**src/rtl/core/stf_pkg.sv**
```systemverilog
`timescale 1ns / 1ps
// ----------------------------------------------------------------------------
// stf_pkg
// Shared widths, constants and types of the scanline triangle filler.
// ----------------------------------------------------------------------------
package stf_pkg;

	localparam int CANVAS_WIDTH  = 320;
	localparam int CANVAS_HEIGHT = 240;

	localparam int X_W    = 9;
	localparam int Y_W    = 8;
	localparam int COL_W  = 24;
	localparam int FRAC_W = 16;
	localparam int POS_W  = 26;          // unsigned Q10.16 position
	localparam int STEP_W = FRAC_W + 1;  // step magnitude, up to 1.0
	localparam int DIV_W  = X_W + FRAC_W; // dividend width

	localparam logic [X_W-1:0] X_MAX      = X_W'(CANVAS_WIDTH - 1);
	localparam logic [Y_W-1:0] Y_MAX      = Y_W'(CANVAS_HEIGHT - 1);
	localparam logic [X_W-1:0] NO_MATCH_X = X_W'(1);
	localparam logic [POS_W-1:0] HALF_UNIT = POS_W'(32768);
	localparam logic [STEP_W-1:0] UNIT_STEP = STEP_W'(65536);

	localparam logic CMD_LOAD = 1'b0;
	localparam logic CMD_STEP = 1'b1;

	typedef struct packed {
		logic [X_W-1:0] x;
		logic [Y_W-1:0] y;
	} vert_t;

	// one queued word, vertices already clamped and sorted by row
	typedef struct packed {
		logic             cmd;
		vert_t [2:0]      v;
		logic [COL_W-1:0] colour;
	} entry_t;

	// edge walk request
	typedef struct packed {
		logic [X_W-1:0] xa;
		logic [Y_W-1:0] ya;
		logic [X_W-1:0] xb;
		logic [Y_W-1:0] yb;
		logic [Y_W-1:0] row;
	} walk_req_t;

endpackage

```
**src/rtl/core/stf_front.sv**
```systemverilog
`timescale 1ns / 1ps
// ----------------------------------------------------------------------------
// stf_front
// Input side: clamps vertices to the canvas and sorts them by row (stable).
// ----------------------------------------------------------------------------
module stf_front (
	input  logic                    in_valid,
	output logic                    in_stall,
	input  logic                    cmd,
	input  logic [8:0]              vertex_a_x,
	input  logic [7:0]              vertex_a_y,
	input  logic [8:0]              vertex_b_x,
	input  logic [7:0]              vertex_b_y,
	input  logic [8:0]              vertex_c_x,
	input  logic [7:0]              vertex_c_y,
	input  logic [23:0]             fill_colour,
	input  logic                    q_full,
	output logic                    push,
	output stf_pkg::entry_t         entry
);
	import stf_pkg::*;

	vert_t v0, v1, v2, s0a, s1a, s1b, s2b, s0c, s1c;

	function automatic vert_t clamp(input logic [X_W-1:0] x, input logic [Y_W-1:0] y);
		vert_t r;
		r.x = (x > X_MAX) ? X_MAX : x;
		r.y = (y > Y_MAX) ? Y_MAX : y;
		return r;
	endfunction

	always_comb begin
		v0 = clamp(vertex_a_x, vertex_a_y);
		v1 = clamp(vertex_b_x, vertex_b_y);
		v2 = clamp(vertex_c_x, vertex_c_y);
		// bubble network, swap only on strictly greater: keeps tie order
		s0a = (v0.y > v1.y) ? v1 : v0;
		s1a = (v0.y > v1.y) ? v0 : v1;
		s1b = (s1a.y > v2.y) ? v2 : s1a;
		s2b = (s1a.y > v2.y) ? s1a : v2;
		s0c = (s0a.y > s1b.y) ? s1b : s0a;
		s1c = (s0a.y > s1b.y) ? s0a : s1b;
		entry.cmd    = cmd;
		entry.v[0]   = s0c;
		entry.v[1]   = s1c;
		entry.v[2]   = s2b;
		entry.colour = fill_colour;
	end

	assign in_stall = q_full;
	assign push     = in_valid && !q_full;

endmodule

```
**src/rtl/core/stf_queue.sv**
```systemverilog
`timescale 1ns / 1ps
// ----------------------------------------------------------------------------
// stf_queue
// Two-entry queue between the front and the back.
// ----------------------------------------------------------------------------
module stf_queue (
	input  logic            clk,
	input  logic            arst_n,
	input  logic            push,
	input  stf_pkg::entry_t wdata,
	output logic            full,
	input  logic            pop,
	output logic            nonempty,
	output stf_pkg::entry_t rdata
);
	import stf_pkg::*;

	entry_t      mem_q [2];
	logic        wr_q, rd_q;
	logic [1:0]  cnt_q;

	assign full     = (cnt_q == 2'd2);
	assign nonempty = (cnt_q != 2'd0);
	assign rdata    = mem_q[rd_q];

	always_ff @(posedge clk) begin
		if (push) begin
			mem_q[wr_q] <= wdata;
		end
	end

	always_ff @(posedge clk or negedge arst_n) begin
		if (!arst_n) begin
			wr_q  <= 1'b0;
			rd_q  <= 1'b0;
			cnt_q <= 2'd0;
		end else begin
			if (push) begin
				wr_q <= ~wr_q;
			end
			if (pop) begin
				rd_q <= ~rd_q;
			end
			cnt_q <= cnt_q + 2'(push) - 2'(pop);
		end
	end

endmodule

```
**src/rtl/core/stf_edge_walk.sv**
```systemverilog
`timescale 1ns / 1ps
// ----------------------------------------------------------------------------
// stf_edge_walk
// DDA walk of one edge: serial divide for the minor step, then one step a
// cycle until the rounded row matches or the edge's steps run out.
// ----------------------------------------------------------------------------
module stf_edge_walk (
	input  logic                      clk,
	input  logic                      arst_n,
	input  logic                      start,
	input  stf_pkg::walk_req_t        req,
	output logic                      done,
	output logic [stf_pkg::X_W-1:0]   x
);
	import stf_pkg::*;

	typedef enum logic [1:0] {W_IDLE, W_DIV, W_RUN} wstate_t;

	wstate_t            state_q;
	logic               xneg_q, yneg_q, xmaj_q;
	logic [X_W-1:0]     n_q, i_q, rem_q;
	logic [Y_W-1:0]     row_q;
	logic [POS_W-1:0]   px_q, py_q;
	logic [DIV_W-1:0]   dd_q;
	logic [STEP_W-1:0]  quo_q, sx_q, sy_q;
	logic [4:0]         cnt_q;
	logic               done_q;
	logic [X_W-1:0]     x_q;

	logic               xneg, yneg;
	logic [X_W-1:0]     adx, ady, n, m;
	logic [X_W:0]       trial;
	logic               ge;
	logic [STEP_W-1:0]  quo_nx;
	logic [POS_W-1:0]   rx, ry;

	always_comb begin
		xneg  = req.xb < req.xa;
		yneg  = req.yb < req.ya;
		adx   = xneg ? (req.xa - req.xb) : (req.xb - req.xa);
		ady   = X_W'(yneg ? (req.ya - req.yb) : (req.yb - req.ya));
		n     = (adx > ady) ? adx : ady;
		m     = (adx > ady) ? ady : adx;
		trial = {rem_q, dd_q[DIV_W-1]};
		ge    = trial >= {1'b0, n_q};
		quo_nx = {quo_q[STEP_W-2:0], ge};
		rx    = px_q + HALF_UNIT;
		ry    = py_q + HALF_UNIT;
	end

	assign done = done_q;
	assign x    = x_q;

	always_ff @(posedge clk or negedge arst_n) begin
		if (!arst_n) begin
			state_q <= W_IDLE;
			done_q  <= 1'b0;
			x_q     <= '0;
			xneg_q  <= 1'b0;
			yneg_q  <= 1'b0;
			xmaj_q  <= 1'b0;
			n_q     <= '0;
			i_q     <= '0;
			rem_q   <= '0;
			row_q   <= '0;
			px_q    <= '0;
			py_q    <= '0;
			dd_q    <= '0;
			quo_q   <= '0;
			sx_q    <= '0;
			sy_q    <= '0;
			cnt_q   <= '0;
		end else begin
			done_q <= 1'b0;
			case (state_q)
				W_IDLE: begin
					if (start) begin
						if (n == '0) begin
							done_q <= 1'b1;
							x_q    <= NO_MATCH_X;
						end else begin
							xneg_q  <= xneg;
							yneg_q  <= yneg;
							xmaj_q  <= adx > ady;
							n_q     <= n;
							row_q   <= req.row;
							dd_q    <= {m, FRAC_W'(0)} + DIV_W'(n >> 1);
							rem_q   <= '0;
							quo_q   <= '0;
							cnt_q   <= 5'(DIV_W - 1);
							i_q     <= '0;
							px_q    <= {1'b0, req.xa, FRAC_W'(0)};
							py_q    <= {2'b0, req.ya, FRAC_W'(0)};
							state_q <= W_DIV;
						end
					end
				end
				W_DIV: begin
					rem_q <= ge ? X_W'(trial - {1'b0, n_q}) : X_W'(trial);
					quo_q <= quo_nx;
					dd_q  <= {dd_q[DIV_W-2:0], 1'b0};
					cnt_q <= cnt_q - 5'd1;
					if (cnt_q == 5'd0) begin
						sx_q    <= xmaj_q ? UNIT_STEP : quo_nx;
						sy_q    <= xmaj_q ? quo_nx : UNIT_STEP;
						state_q <= W_RUN;
					end
				end
				W_RUN: begin
					if (ry[POS_W-1:FRAC_W] == {2'b0, row_q}) begin
						done_q  <= 1'b1;
						x_q     <= rx[FRAC_W+X_W-1:FRAC_W];
						state_q <= W_IDLE;
					end else if (i_q == n_q - X_W'(1)) begin
						done_q  <= 1'b1;
						x_q     <= NO_MATCH_X;
						state_q <= W_IDLE;
					end else begin
						i_q  <= i_q + X_W'(1);
						px_q <= xneg_q ? px_q - POS_W'(sx_q) : px_q + POS_W'(sx_q);
						py_q <= yneg_q ? py_q - POS_W'(sy_q) : py_q + POS_W'(sy_q);
					end
				end
				default: state_q <= W_IDLE;
			endcase
		end
	end

endmodule

```
**src/rtl/core/stf_back.sv**
```systemverilog
`timescale 1ns / 1ps
// ----------------------------------------------------------------------------
// stf_back
// Executes queued words: loads a triangle, sets up rows, streams span pixels.
// ----------------------------------------------------------------------------
module stf_back (
	input  logic                      clk,
	input  logic                      arst_n,
	input  logic                      q_nonempty,
	input  stf_pkg::entry_t           q_data,
	output logic                      q_pop,
	output logic                      out_valid,
	input  logic                      out_stall,
	output logic                      pixel_valid,
	output logic [8:0]                pixel_x,
	output logic [7:0]                pixel_y,
	output logic [23:0]               pixel_color,
	output logic                      last_pixel,
	output logic                      walk_busy
);
	import stf_pkg::*;

	typedef enum logic [1:0] {B_IDLE, B_MID, B_EDGE_A, B_EDGE_B} bstate_t;

	bstate_t           state_q;
	vert_t [2:0]       v_q;
	logic [X_W-1:0]    mid_x_q, span_x_q, span_end_q;
	logic [Y_W-1:0]    row_q;
	logic [COL_W-1:0]  colour_q;
	logic              busy_q, start_q;
	logic              out_valid_q, pix_valid_q, last_q;
	logic [X_W-1:0]    pix_x_q;
	logic [Y_W-1:0]    pix_y_q;
	logic [COL_W-1:0]  pix_col_q;

	walk_req_t         req;
	logic              w_done;
	logic [X_W-1:0]    w_x;
	logic              out_free, top_half;
	logic [Y_W:0]      row_nx;

	stf_edge_walk u_walk (
		.clk    (clk),
		.arst_n (arst_n),
		.start  (start_q),
		.req    (req),
		.done   (w_done),
		.x      (w_x)
	);

	always_comb begin
		top_half = row_q < v_q[1].y;
		req.row  = row_q;
		case (state_q)
			B_MID: begin
				req.xa = v_q[0].x; req.ya = v_q[0].y;
				req.xb = v_q[2].x; req.yb = v_q[2].y;
				req.row = v_q[1].y;
			end
			B_EDGE_A: begin
				req.xa = top_half ? v_q[0].x : mid_x_q;
				req.ya = top_half ? v_q[0].y : v_q[1].y;
				req.xb = top_half ? mid_x_q : v_q[2].x;
				req.yb = top_half ? v_q[1].y : v_q[2].y;
			end
			default: begin
				req.xa = top_half ? v_q[0].x : v_q[1].x;
				req.ya = top_half ? v_q[0].y : v_q[1].y;
				req.xb = top_half ? v_q[1].x : v_q[2].x;
				req.yb = top_half ? v_q[1].y : v_q[2].y;
			end
		endcase
	end

	assign out_free  = !out_valid_q || !out_stall;
	assign q_pop     = (state_q == B_IDLE) && q_nonempty && out_free;
	assign row_nx    = {1'b0, row_q} + (Y_W+1)'(1);
	assign walk_busy = (state_q != B_IDLE);

	assign out_valid    = out_valid_q;
	assign pixel_valid  = pix_valid_q;
	assign pixel_x      = pix_x_q;
	assign pixel_y      = pix_y_q;
	assign pixel_color  = pix_col_q;
	assign last_pixel   = last_q;

	always_ff @(posedge clk or negedge arst_n) begin
		if (!arst_n) begin
			state_q     <= B_IDLE;
			v_q         <= '0;
			mid_x_q     <= '0;
			span_x_q    <= '0;
			span_end_q  <= '0;
			row_q       <= '0;
			colour_q    <= '0;
			busy_q      <= 1'b0;
			start_q     <= 1'b0;
			out_valid_q <= 1'b0;
			pix_valid_q <= 1'b0;
			pix_x_q     <= '0;
			pix_y_q     <= '0;
			pix_col_q   <= '0;
			last_q      <= 1'b0;
		end else begin
			start_q <= 1'b0;
			if (out_valid_q && !out_stall) begin
				out_valid_q <= 1'b0;
			end
			case (state_q)
				B_IDLE: begin
					if (q_pop) begin
						out_valid_q <= 1'b1;
						pix_valid_q <= 1'b0;
						pix_x_q     <= '0;
						pix_y_q     <= '0;
						pix_col_q   <= '0;
						last_q      <= 1'b0;
						if (q_data.cmd == CMD_LOAD) begin
							v_q        <= q_data.v;
							colour_q   <= q_data.colour;
							row_q      <= q_data.v[0].y;
							busy_q     <= q_data.v[0].y < q_data.v[2].y;
							span_x_q   <= '0;
							span_end_q <= '0;
							start_q    <= 1'b1;
							state_q    <= B_MID;
						end else if (busy_q) begin
							pix_valid_q <= 1'b1;
							pix_x_q     <= span_x_q;
							pix_y_q     <= row_q;
							pix_col_q   <= colour_q;
							if (span_x_q != span_end_q) begin
								span_x_q <= (span_x_q < span_end_q) ?
									span_x_q + X_W'(1) : span_x_q - X_W'(1);
							end else begin
								row_q <= row_q + Y_W'(1);
								if (row_nx >= {1'b0, v_q[2].y}) begin
									busy_q <= 1'b0;
									last_q <= 1'b1;
								end else begin
									start_q <= 1'b1;
									state_q <= B_EDGE_A;
								end
							end
						end
					end
				end
				B_MID: begin
					if (w_done) begin
						mid_x_q <= w_x;
						if (busy_q) begin
							start_q <= 1'b1;
							state_q <= B_EDGE_A;
						end else begin
							state_q <= B_IDLE;
						end
					end
				end
				B_EDGE_A: begin
					if (w_done) begin
						span_x_q <= w_x;
						start_q  <= 1'b1;
						state_q  <= B_EDGE_B;
					end
				end
				B_EDGE_B: begin
					if (w_done) begin
						span_end_q <= w_x;
						state_q    <= B_IDLE;
					end
				end
				default: state_q <= B_IDLE;
			endcase
		end
	end

endmodule

```
**src/rtl/core/scanline_triangle_filler.sv**
```systemverilog
`timescale 1ns / 1ps
// ----------------------------------------------------------------------------
// scanline_triangle_filler
// Flat-color scanline triangle filler with DDA edge walks.
// ----------------------------------------------------------------------------
//  channel | handshake            | words
//  --------+----------------------+---------------------------------------
//  in      | in_valid / in_stall  | cmd, three vertices, fill_colour
//  out     | out_valid/ out_stall | pixel_valid, pixel_x/y, color, last
//
// One result word per input word, in order.
// Inside a span, step words stream at one pixel per cycle while the queue holds words and out_stall is low.
// A row change walks both edges of the row's span on the shared walker,
// each a serial divide followed by one DDA step per cycle until the row
// is found or the steps run out; a load runs the middle-x walk, plus both
// of the first row's edge walks unless the triangle is empty.
// Reset (arst_n low) empties the queue and drops any loaded triangle.
// in_stall rises when the two-entry queue is full; out_stall holds the
// output register and backs up into the queue.
// ----------------------------------------------------------------------------
module scanline_triangle_filler (
	input  logic        clk,
	input  logic        arst_n,
	input  logic        in_valid,
	output logic        in_stall,
	input  logic        cmd,
	input  logic [8:0]  vertex_a_x,
	input  logic [7:0]  vertex_a_y,
	input  logic [8:0]  vertex_b_x,
	input  logic [7:0]  vertex_b_y,
	input  logic [8:0]  vertex_c_x,
	input  logic [7:0]  vertex_c_y,
	input  logic [23:0] fill_colour,
	output logic        out_valid,
	input  logic        out_stall,
	output logic        pixel_valid,
	output logic [8:0]  pixel_x,
	output logic [7:0]  pixel_y,
	output logic [23:0] pixel_color,
	output logic        last_pixel
);
	import stf_pkg::*;

	entry_t f_entry, q_data;
	logic   push, q_full, q_nonempty, q_pop, walk_busy;

	// front: clamp and sort at acceptance
	stf_front u_front (
		.in_valid    (in_valid),
		.in_stall    (in_stall),
		.cmd         (cmd),
		.vertex_a_x  (vertex_a_x),
		.vertex_a_y  (vertex_a_y),
		.vertex_b_x  (vertex_b_x),
		.vertex_b_y  (vertex_b_y),
		.vertex_c_x  (vertex_c_x),
		.vertex_c_y  (vertex_c_y),
		.fill_colour (fill_colour),
		.q_full      (q_full),
		.push        (push),
		.entry       (f_entry)
	);

	// decouples acceptance from the long edge walks
	stf_queue u_queue (
		.clk      (clk),
		.arst_n   (arst_n),
		.push     (push),
		.wdata    (f_entry),
		.full     (q_full),
		.pop      (q_pop),
		.nonempty (q_nonempty),
		.rdata    (q_data)
	);

	// back: row setup and span streaming
	stf_back u_back (
		.clk          (clk),
		.arst_n       (arst_n),
		.q_nonempty   (q_nonempty),
		.q_data       (q_data),
		.q_pop        (q_pop),
		.out_valid    (out_valid),
		.out_stall    (out_stall),
		.pixel_valid  (pixel_valid),
		.pixel_x      (pixel_x),
		.pixel_y      (pixel_y),
		.pixel_color  (pixel_color),
		.last_pixel   (last_pixel),
		.walk_busy    (walk_busy)
	);

	// words are only taken from the queue between walks
	a_pop_idle: assert property (@(posedge clk) disable iff (!arst_n)
		q_pop |-> !walk_busy)
		else $error("queue popped during edge walk");

	// a pop always fills the output register
	a_pop_out: assert property (@(posedge clk) disable iff (!arst_n)
		q_pop |=> out_valid)
		else $error("popped word produced no result");

	// emitted pixels stay on the canvas
	a_on_canvas: assert property (@(posedge clk) disable iff (!arst_n)
		(out_valid && pixel_valid) |-> (pixel_x <= X_MAX && pixel_y <= Y_MAX))
		else $error("pixel off canvas");

	// last marks a real pixel
	a_last: assert property (@(posedge clk) disable iff (!arst_n)
		(out_valid && last_pixel) |-> pixel_valid)
		else $error("last on idle word");

endmodule

```
**config.mk**
```make
export PLATFORM = sky130hd
export DESIGN_NAME = scanline_triangle_filler
export DESIGN_NICKNAME = d
export VERILOG_FILES = /design/src/rtl/core/stf_pkg.sv /design/src/rtl/core/stf_front.sv /design/src/rtl/core/stf_queue.sv /design/src/rtl/core/stf_edge_walk.sv /design/src/rtl/core/stf_back.sv /design/src/rtl/core/scanline_triangle_filler.sv
export SDC_FILE = /design/constraint.sdc
export NUM_CORES = 1
export LEC_CHECK = 0
export BUFFER_PORTS_ARGS = -buffer_cell sky130_fd_sc_hd__buf_2
export CAP_MARGIN = 30
export CORE_ASPECT_RATIO = 1.4
export CORE_MARGIN = 2
export CORE_UTILIZATION = 40
export CTS_BUF_LIST = sky130_fd_sc_hd__clkbuf_16
export CTS_CLUSTER_DIAMETER = 120
export CTS_CLUSTER_SIZE = 12
export DETAILED_ROUTE_END_ITERATION = 10
export MAX_ROUTING_LAYER = met4
export SLEW_MARGIN = 20
export SYNTH_ARGS = -nofsm -noshare
export SYNTH_HDL_FRONTEND = slang
export SYNTH_SLANG_ARGS = --single-unit
```
**constraint.sdc**
```tcl
create_clock -name clk -period 9.14 [get_ports clk]
set_clock_uncertainty 0.05 [all_clocks]
set_input_delay 1.371 -clock clk [delete_from_list [all_inputs] [get_ports clk]]
set_output_delay 1.371 -clock clk [all_outputs]
set_load 0.03 [all_outputs]
```
Word-level counts from Yosys, hierarchy flattened
Memories as Yosys holds them, arrays and structs flattened.
Index checks and enable logic that the tools add are counted.
W data, S select, Z words.
{ "classes": {"n_addsub": 21, "magnitude_cmp": 17, "n_eq_ne": 27, "muxes": 121, "bitwise_logic": 4, "reduce_logical": 30} }
{ "op_table": {"columns": ["op", "count"], "rows": [
  ["$mux W9", 30],
  ["$mux W26", 10],
  ["$mux W17", 8],
  ["$pmux W26 S2", 2],
  ["$pmux W9 S2", 5],
  ["$mux W8", 11],
  ["$pmux W34 S2", 1],
  ["$add A26 B17 Y26", 2],
  ["$sub A26 B17 Y26", 2],
  ["$mux W25", 2],
  ["$pmux W25 S2", 1],
  ["$mux W24", 2],
  ["$mux W16", 2],
  ["$pmux W16 S2", 1],
  ["$mux W2", 14],
  ["$gt A9 B9 Y1 const B", 3],
  ["$sub A9 B9 Y9", 3],
  ["$add A26 B16 Y26 const B", 1],
  ["$add A25 B16 Y25 const B", 1],
  ["$add A25 B8 Y25", 1],
  ["$mux W1", 25],
  ["$gt A8 B8 Y1", 3],
  ["$gt A8 B8 Y1 const B", 3],
  ["$lt A8 B8 Y1", 3],
  ["39 further kinds", 84]
]} }
{ "word_totals": {"regBits": 344, "mem_bits_rw": 152, "input_bits": 80, "word_cells": 261, "memories": 1} }
{ "memory_table": {"columns": ["memory", "words", "word_bits", "read_ports", "rd_ports_with_merged_regs", "wr", "line", "text"], "rows": [
  ["u_queue.mem_q", 2, 76, 1, 0, 1, "stf_queue.sv:18", "entry_t mem_q [2];"]
]} }

Longest topological paths before layout
Gate-level depths: netlist of run 1.
{ "logic_depth": {"ltp_word": 11, "depth_mapped": 36, "mapped_depth_nobuf": 32} }

Hierarchy
A second synthesis of run 1 with hierarchy kept.
{ "unflattened": {"hier_cells": 3137, "hier_area_um2": 30197.7} }
{ "by_module_without_submodules": {"columns": ["mod", "instances", "cells_each", "area_each_um2", "seq_area_each_um2"], "rows": [
  ["stf_edge_walk", 1, 1564, 13558.0, 4529.3],
  ["stf_back", 1, 995, 8554.5, 3953.8],
  ["stf_queue", 1, 252, 5808.1, 4664.5],
  ["stf_front", 1, 326, 2277.2, 0.0]
]} }

Least setup slack after synthesis of run 1
No wires, ideal clock.
{ "synth_timing": {"path_kind": "in2reg", "start": "input port vertex_b_y[6]", "end": "memory u_queue.mem_q[0][54] in the netlist's numbering, data pin", "setup_ns": 0.271, "arrival_ns": 8.553, "required_ns": 8.819, "setup_slack_ns": 0.266, "stages": 34, "n_path_buf": 4, "cell_sequence": "inv_1 > nor3_1 > nor2_1 > ha_1 > nor2b_1 > o21a_1 > o21a_1 > o21ai_0 > a21oi_1 > o31ai_1 > clkbuf_1 > nor2_1 > a21oi_1 > ha_1 > nor2b_1 > o21a_1 > o21a_1 > o21ai_0 > a21oi_1 > o31ai_1 > clkbuf_1 > clkbuf_1 > a21oi_1 > ha_1 > nor2b_1 > o21a_1 > o21a_1 > o21ai_0 > a21oi_1 > o31ai_1 > clkbuf_1 > o22ai_1 > o21ai_0 > o21ai_0"} }
{ "synth_rtl": {"columns": ["item", "line", "text"], "rows": [
  ["from (decl)", "scanline_triangle_filler.sv:30", "input logic [7:0] vertex_b_y,"],
  ["to (decl)", "stf_queue.sv:18", null]
]} }

Worst setup path in the final report of run 1
{ "layout_timing": {"start": "register u_back.v_q[18] in the netlist's numbering", "end": "register u_back.u_walk.px_q[12]"} }
{ "layout_via": {"elab_chain_cells": 10} }
{ "layout_rtl": {"columns": ["item", "line", "text"], "rows": [
  ["from (decl)", "stf_back.sv:26", "vert_t [2:0] v_q;"],
  ["from (signal assigned)", "stf_back.sv:119", "v_q <= q_data.v;"],
  ["$lt A8 B8 Y1", "stf_back.sv:52", "top_half = row_q < v_q[1].y;"],
  ["$mux W9 (tied with other cells)", "stf_back.sv:69", "req.xb = top_half ? v_q[1].x : v_q[2].x;"],
  ["$pmux W34 S2 *", "stf_back.sv:54", "case (state_q)"],
  ["$sub A9 B9 Y9 (tied with other cells)", "stf_edge_walk.sv:40", "adx = xneg ? (req.xa - req.xb) : (req.xb - req.xa);"],
  ["$mux W9, on equally long branches", "stf_edge_walk.sv:40, stf_edge_walk.sv:41", null],
  ["$gt A9 B9 Y1", "stf_edge_walk.sv:42", "n = (adx > ady) ? adx : ady;"],
  ["$mux W9 *", "stf_edge_walk.sv:42", null],
  ["$logic_not A9 Y1 *", "stf_edge_walk.sv:78", "if (n == '0) begin"],
  ["$ne A2 B2 Y1 (no source line) *", null, null],
  ["$reduce_and A5 Y1 (no source line) *", null, null],
  ["to (signal assigned)", "stf_edge_walk.sv:92", "px_q <= {1'b0, req.xa, FRAC_W'(0)};"],
  ["to (signal assigned)", "stf_edge_walk.sv:120", "px_q <= xneg_q ? px_q - POS_W'(sx_q) : px_q + POS_W'(sx_q);"],
  ["to (decl)", "stf_edge_walk.sv:23", "logic [POS_W-1:0] px_q, py_q;"]
]} }
Mark *: on every way between the ends. The rest lies on a longest branch, timed or not.
A chain may end at the register's enable or synchronous reset.

==> results of run 1 <==
-- path summary, 6_finish.rpt --
path / from / end / slack, ns / cells after the start
max in group asynchronous: arst_n / u_queue.rd_q / 6.85 / 2
setup / recovery: u_back.v_q[18] / u_back.u_walk.px_q[12] / 0.61 / 33
setup reg to reg: u_back.v_q[18] / u_back.u_walk.px_q[12] / 0.61 / 33
hold reg to reg: u_back.pixel_valid / u_back.pixel_valid / 0.42 / 1
min in group asynchronous: arst_n / u_back.u_walk.px_q[8] / 0.78 / 1
hold / removal: u_back.pixel_valid / u_back.pixel_valid / 0.42 / 1
-- routing by layer --
metal | track usage, % | vias up
met2 | 36.9 | 418
li1 | - | 10900
met3 | 2.43 | 140
met5 | - | -
met1 | 24.8 | 11000
met4 | 7.21 | 0
-- critical path: cells and delay by family, from the launching register on --
kind | cells | cell delay, ns
adders and majority gates | 3 | 0.88
DFF | 1 | 0.36
and+or+nand+nor | 8 | 2.75
AOI/OAI and AO/OA | 15 | 2.89
buffers and inverters | 6 | 1.13
muxes | 1 | 0.35
-- synth_stat cells, types with 7 or more instances --
cell type	number
and2_1	14
nor2b_1	32
or3_1	9
edfxtp_1	152
nand2b_1	26
mux2i_1	136
nand2_1	208
a221o_1	12
a21boi_0	8
fa_1	8
xnor2_1	75
mux2_2	62
or2_2	8
a21oi_1	222
o22ai_1	24
nand3_1	41
xor2_1	45
inv_1	158
o211ai_1	16
a22oi_1	16
nand4_1	13
ha_1	177
mux2_4	15
a22o_1	82
and3_1	20
nor2_1	252
o21a_1	47
o2bb2ai_1	17
and4_1	7
a211oi_1	9
o221ai_1	19
a21o_1	91
buf_2	8
a31oi_1	16
nor4_1	36
clkbuf_1	125
o21ai_0	215
mux2_1	19
buf_1	13
dfrtp_1	343
nor3_1	46
o31ai_1	8
-- registers in the layout (all words and copies together), names as in the netlist, 5 cells and up --
register / count
u_queue.mem_q: 152
u_back.u_walk.rem_q: 9
u_back.colour_q: 24
u_back.u_walk.sx_q: 17
u_back.pixel_color: 24
u_back.span_x_q: 9
u_back.pixel_x: 9
u_back.u_walk.sy_q: 17
u_back.u_walk.quo_q: 16
u_back.row_q: 8
u_back.u_walk.dd_q: 25
u_back.v_q: 51
u_back.pixel_y: 8
u_back.u_walk.px_q: 25
u_back.u_walk.x: 9
u_back.u_walk.py_q: 26
u_back.u_walk.row_q: 8
u_back.u_walk.n_q: 9
u_back.u_walk.cnt_q: 5
u_back.mid_x_q: 9
u_back.u_walk.i_q: 9
u_back.span_end_q: 9
-- final cells by class --
cell class	instances	area (um^2)
timing repair buffer	182	1210
tap	952	1190
clock inverter	24	161
fill	6859	40200
multi-input combinational	2156	15300
sequential	495	13200
clock buffer	47	1180
inverter	158	593
-- per-stage QoR --
stage                     worst slack (ns)  utilization, %  instance area [um^2]  hold WS (ns)  total power, mW
after floorplan                      0.266               -                 29500         0.400             3.05
after global placement               0.578            42.8                 31200         0.407             3.26
after detailed placement             0.430            42.9                 31300         0.411             3.28
after CTS                            0.581            44.7                 32600         0.425             5.10
after global routing                 0.119            44.9                 32800         0.443             5.29
final                                0.606            44.9                 32800         0.423             5.05
-- cell families after synthesis --
group                    after synthesis
flip-flops                           495
AO/OA/AOI/OAI                        882
AND/OR/NAND/NOR                      737
XOR/XNOR                             120
multiplexers                         232
adder cells (fa/ha/maj)              185
buffers and inverters                311
-- power breakdown --
part | switching, mW | internal, mW | total [mW]
clock | 0.867 | 0.931 | 1.80
sequential | 0.0430 | 2.54 | 2.58
combinational | 0.443 | 0.223 | 0.666
==> metrics, run 1 <==
# port buffers about 120; met2 WL post-DR between 30000 and 40000 um; final net count between 3k and 4k; commonest non-fill, non-tap cell in the layout dfrtp_1; RSZ-0062 raised after global routing no; CTS tree yes; vias in the first global route between 20k and 25k; maximum root-to-sink buffer count 3; Clock Latency Late Sink between 0.6 and 0.7 ns; M1 WL 32200 um; postcts setup bufs 0; synth unique cells 87; antenna cells 0; hold violation total from the final report 0; Synth Instances between 2k and 3k; most frequent CP cell a21o_1; Adder-Cell Fraction of Synth Area around 8.0%; Worst-Margin Slew 0.956 ns; Routed WL between 70000 and 80000 um; Crit Path Class reg -> reg; DIE AREA between 70000 and 80000 um^2; Ports ~130; post-route ant nets 0; top layer in use met4; cell taking the most area after synthesis dfrtp_1; GRT overflow 0; Met3 Wirelength ~2300 um; predominant post-synthesis flop cell dfrtp_1; Ys Warns 0; die height ~330 um; Synth top area share a little under 30%; post-synthesis xor/xnor area fraction between 3 and 4%; CP Data Arrival Time between 9 and 10 ns; DRT iter0 DRCs between 1k and 1.5k; Layout area overhead 10.9%; CTS Sinks just under 500; Req. time, crit path between 9 and 10 ns; DR DRC count 0; Core Region between 70000 and 80000 um^2; crit path time final between 8 and 9 ns; CTS Hold Bufs 0; commonest non-fill, non-tap cells in the layout dfrtp_1 (342), nor2_1 (249), a21oi_1 (222), o21ai_0 (215), nand2_1 (207); Setup violations, final 0; Detail Placement HPWL around 56000 um; slowest stage cell, crit path nor2_1; total CTS buffers 47; Die Width ~230 um; sequential area share after synthesis between 40 and 50%; WL per Instance between 15 and 20 um; Synth Register Bits 495; Max Freq approximately 0.12 GHz; Max IR drop VDD between 0.15 and 0.2 mV; EDFF count, synth 152; simple-gate share of the synthesized area 11.6%; Post-CTS Resized 0; H-tree Lvls 2; row cnt about 120; status finished, final reports clean; placed cells just under 4k; layout cells sized above 1 a little under an eighth; TritonRoute pass-1 iters 6; global-route wire length before repair between 100000 and 150000 um; initial antenna violation count 0; Synth Area in Compound Gates between 15 and 20%; Pleak around 15 nW; post-synthesis area per instance 9.97 um^2; CTS Root Cell clkbuf_16; Post-synth ARST share between 60% and 70%; max incr delay on CP slightly below 0.6 ns; period utilization 93.4%; Hold Path Class reg -> reg; max-cap violations 0; final std cells w/o fill about 4.0k; PwrDens roughly 150 nW/um^2; pin count of the biggest net entering global routing ~160; largest family of logic cells by synthesized area compound AO/OA/AOI/OAI gates; Slew HR 36.3%; crit-path max FO 18; syn nets approximately 3.2k; TNS Setup 0 ns; Worst setup SP type flop; Netlist Area Pre-Place 29500 um^2; Placer Congestion ~0.90; GRT Overall Usage about a fifth; via count roughly 22k; proportion of synthesized area in mux cells ~8.5%; Starting Density 40.5%; main area contributors after synthesis dfrtp_1 (29%), edfxtp_1 (15%), ha_1 (7.5%), mux2i_1 (4.6%), a21oi_1 (3.8%); via-per-instance ratio ~5.6; max-slew violations 0; Setup crit end kind flop; Clk pin slew, worst setup/hold paths ~0.06 ns
Note: power is estimated with default switching activity, not from simulation.
==> run 2: changes to the inputs <==
Settings changed: CTS_BUF_LIST sky130_fd_sc_hd__clkbuf_16 to sky130_fd_sc_hd__clkbuf_4.
==> metrics, run 2 (synthesis gave the netlist of run 1 again) <==
initial antenna violation count 5 (+5); TNS Setup 0 ns (unchanged); worst reg2reg setup slack 0.55 ns (-0.05 ns); Ports 125 (unchanged); vias in the first global route 23.0k (+0.12%); PwrDens 136 nW/um^2 (-12%); DR DRC count 0 (unchanged); Pleak 14.7 nW (-2.5%); max incr delay on CP 0.59 ns (about the same); hold violation total from the final report 0 (unchanged); status finished, final reports clean; max reg flops 152 (unchanged); Filler cells 6950 (+1.3%); Multi-input gate area 15300 um^2 (unchanged); register area 13200 um^2 (unchanged); commonest non-fill, non-tap cell in the layout dfrtp_1; Worst setup SP type flop; CTS Hold Bufs 0 (unchanged); die height 326 um (unchanged); slowest stage cell, crit path nor2_1; Max IR drop VDD 0.178 mV (-7.2%); Placer Congestion 0.899 (unchanged); Clock Latency Late Sink 0.90 ns (+0.28 ns); Place WS 0.430 ns (unchanged); final net count 3305 (unchanged); CP Data Arrival Time 9.33 ns (+0.30 ns); total CTS buffers 47 (unchanged); M1 WL 32500 um (+0.99%); global-route wire length before repair 125000 um (-0.12%); most frequent CP cell a21o_1; WL per Instance 19.2 um (-0.19%); crit-path max FO 18 (unchanged); via-per-instance ratio 5.58 (-0.33%); Largest delay share family, worst path compound AO/OA/AOI/OAI gates; met2 WL post-DR 40000 um (about the same); via count 22.5k (-0.13%); RSZ-0062 raised after global routing no; Die Width 234 um (unchanged); pin count of the biggest net entering global routing 164 (unchanged); CP Buf/Inv Count 5 (-1); Worst-Margin Slew 0.959 ns (+0.00264 ns); DIE AREA 76100 um^2 (unchanged); CTS Root Cell clkbuf_4; Largest Register u_queue.mem_q; Starting Density 40.5% (unchanged); final critical-path setup slack 0.553 ns (-0.0529 ns); Setup violations, final 0 (unchanged); Core Region 72900 um^2 (unchanged); CTS Sinks 495 (unchanged); Clk pin slew, worst setup/hold paths 0.12 ns (+0.06 ns); maximum root-to-sink buffer count 3 (unchanged); post-route ant nets 0 (unchanged); period utilization 93.9% (+0.58 points); max-slew violations 0 (unchanged); Crit Path Class reg -> reg; GRT Overall Usage 21.0% (about the same); Hold Path Class reg -> reg; top layer in use met4; max-cap violations 0 (unchanged); DRT iter0 DRCs 1339 (+2.9%); Routed WL 77300 um (about the same); Slew HR 36.1% (-0.18 points); TritonRoute pass-1 iters 8 (+2); Max Freq 0.116 GHz (-0.62%); Largest regs u_queue.mem_q: 152 flops, u_back.v_q: 51 flops, u_back.u_walk.py_q: 26 flops; CTS tree yes; postcts setup bufs 0 (unchanged); row cnt 117 (unchanged); Setup crit end kind flop; layout cells sized above 1 12.3% (+0.62 points); Layout area overhead 8.31%; Post-CTS Resized 0 (unchanged); H-tree Lvls 2 (unchanged); Detail Placement HPWL 56200 um (unchanged); commonest non-fill, non-tap cells in the layout dfrtp_1 (342), nor2_1 (249), a21oi_1 (222), o21ai_0 (215), nand2_1 (207); Req. time, crit path 9.89 ns (+0.26 ns); Met3 Wirelength 2060 um (-11%); WHS 0.439 ns (+0.0157 ns); # port buffers 124 (unchanged); GRT overflow 0 (unchanged); crit path time final 8.59 ns (+0.0529 ns)
[run 2: path summary, 6_finish.rpt]
path,from,to,cells after the start
min reg2reg,u_back.pixel_valid,u_back.pixel_valid,1
max,u_back.row_q[1],u_back.u_walk.px_q[12],32
min,u_back.pixel_valid,u_back.pixel_valid,1
max reg2reg,u_back.row_q[1],u_back.u_walk.px_q[12],32
min in group asynchronous,arst_n,u_back.u_walk.px_q[8],1
max in group asynchronous,arst_n,u_queue.rd_q,2
[run 2: where the power goes]
part	switching (mW)	leakage [nW]	internal [mW]
logic	0.444	8.92	0.223
clock network	0.747	0.335	0.360
registers	0.0430	5.49	2.54
total	1.23	14.7	3.12
[run 2: routing by layer]
metal | track usage [%] | up-vias
met3 | 2.42 | 135
li1 | - | 10900
met5 | - | -
met4 | 7.46 | 0
met1 | 24.7 | 11000
met2 | 36.8 | 397
[run 2: layout make-up]
| type | instances | share of cell area [%] |
|---|---|---|
| multi-input cells | 2156 | 47.7 |
| clock buffers | 66 | 1.55 |
| flip-flops and latches | 495 | 41.1 |
| inverters | 158 | 1.85 |
| well taps | 952 | 3.72 |
| clock inverters | 5 | 0.192 |
| diodes | 8 | 0.0626 |
| repair buffers | 182 | 3.78 |
[run 2: through the flow]
step / total power [mW] / cells / area [um^2] / util (%)
floorplan: 3.05 / 2962 / 29500 / -
global placement: 3.26 / 3932 / 31200 / 42.8
detailed placement: 3.28 / 3935 / 31300 / 42.9
CTS: 4.40 / 4006 / 31800 / 43.6
global route: 4.58 / 4022 / 32000 / 43.9
finish: 4.36 / 4022 / 32000 / 43.9
[run 2: worst register-to-register path: cells and delay by family (launching register included)]
family	cells	cell delay [ns]
AND/OR/NAND/NOR	8	2.76
buffers and inverters	5	1.13
adder cells (fa/ha/maj)	3	0.90
flip-flops	1	0.41
AO/OA/AOI/OAI	15	2.92
multiplexers	1	0.35
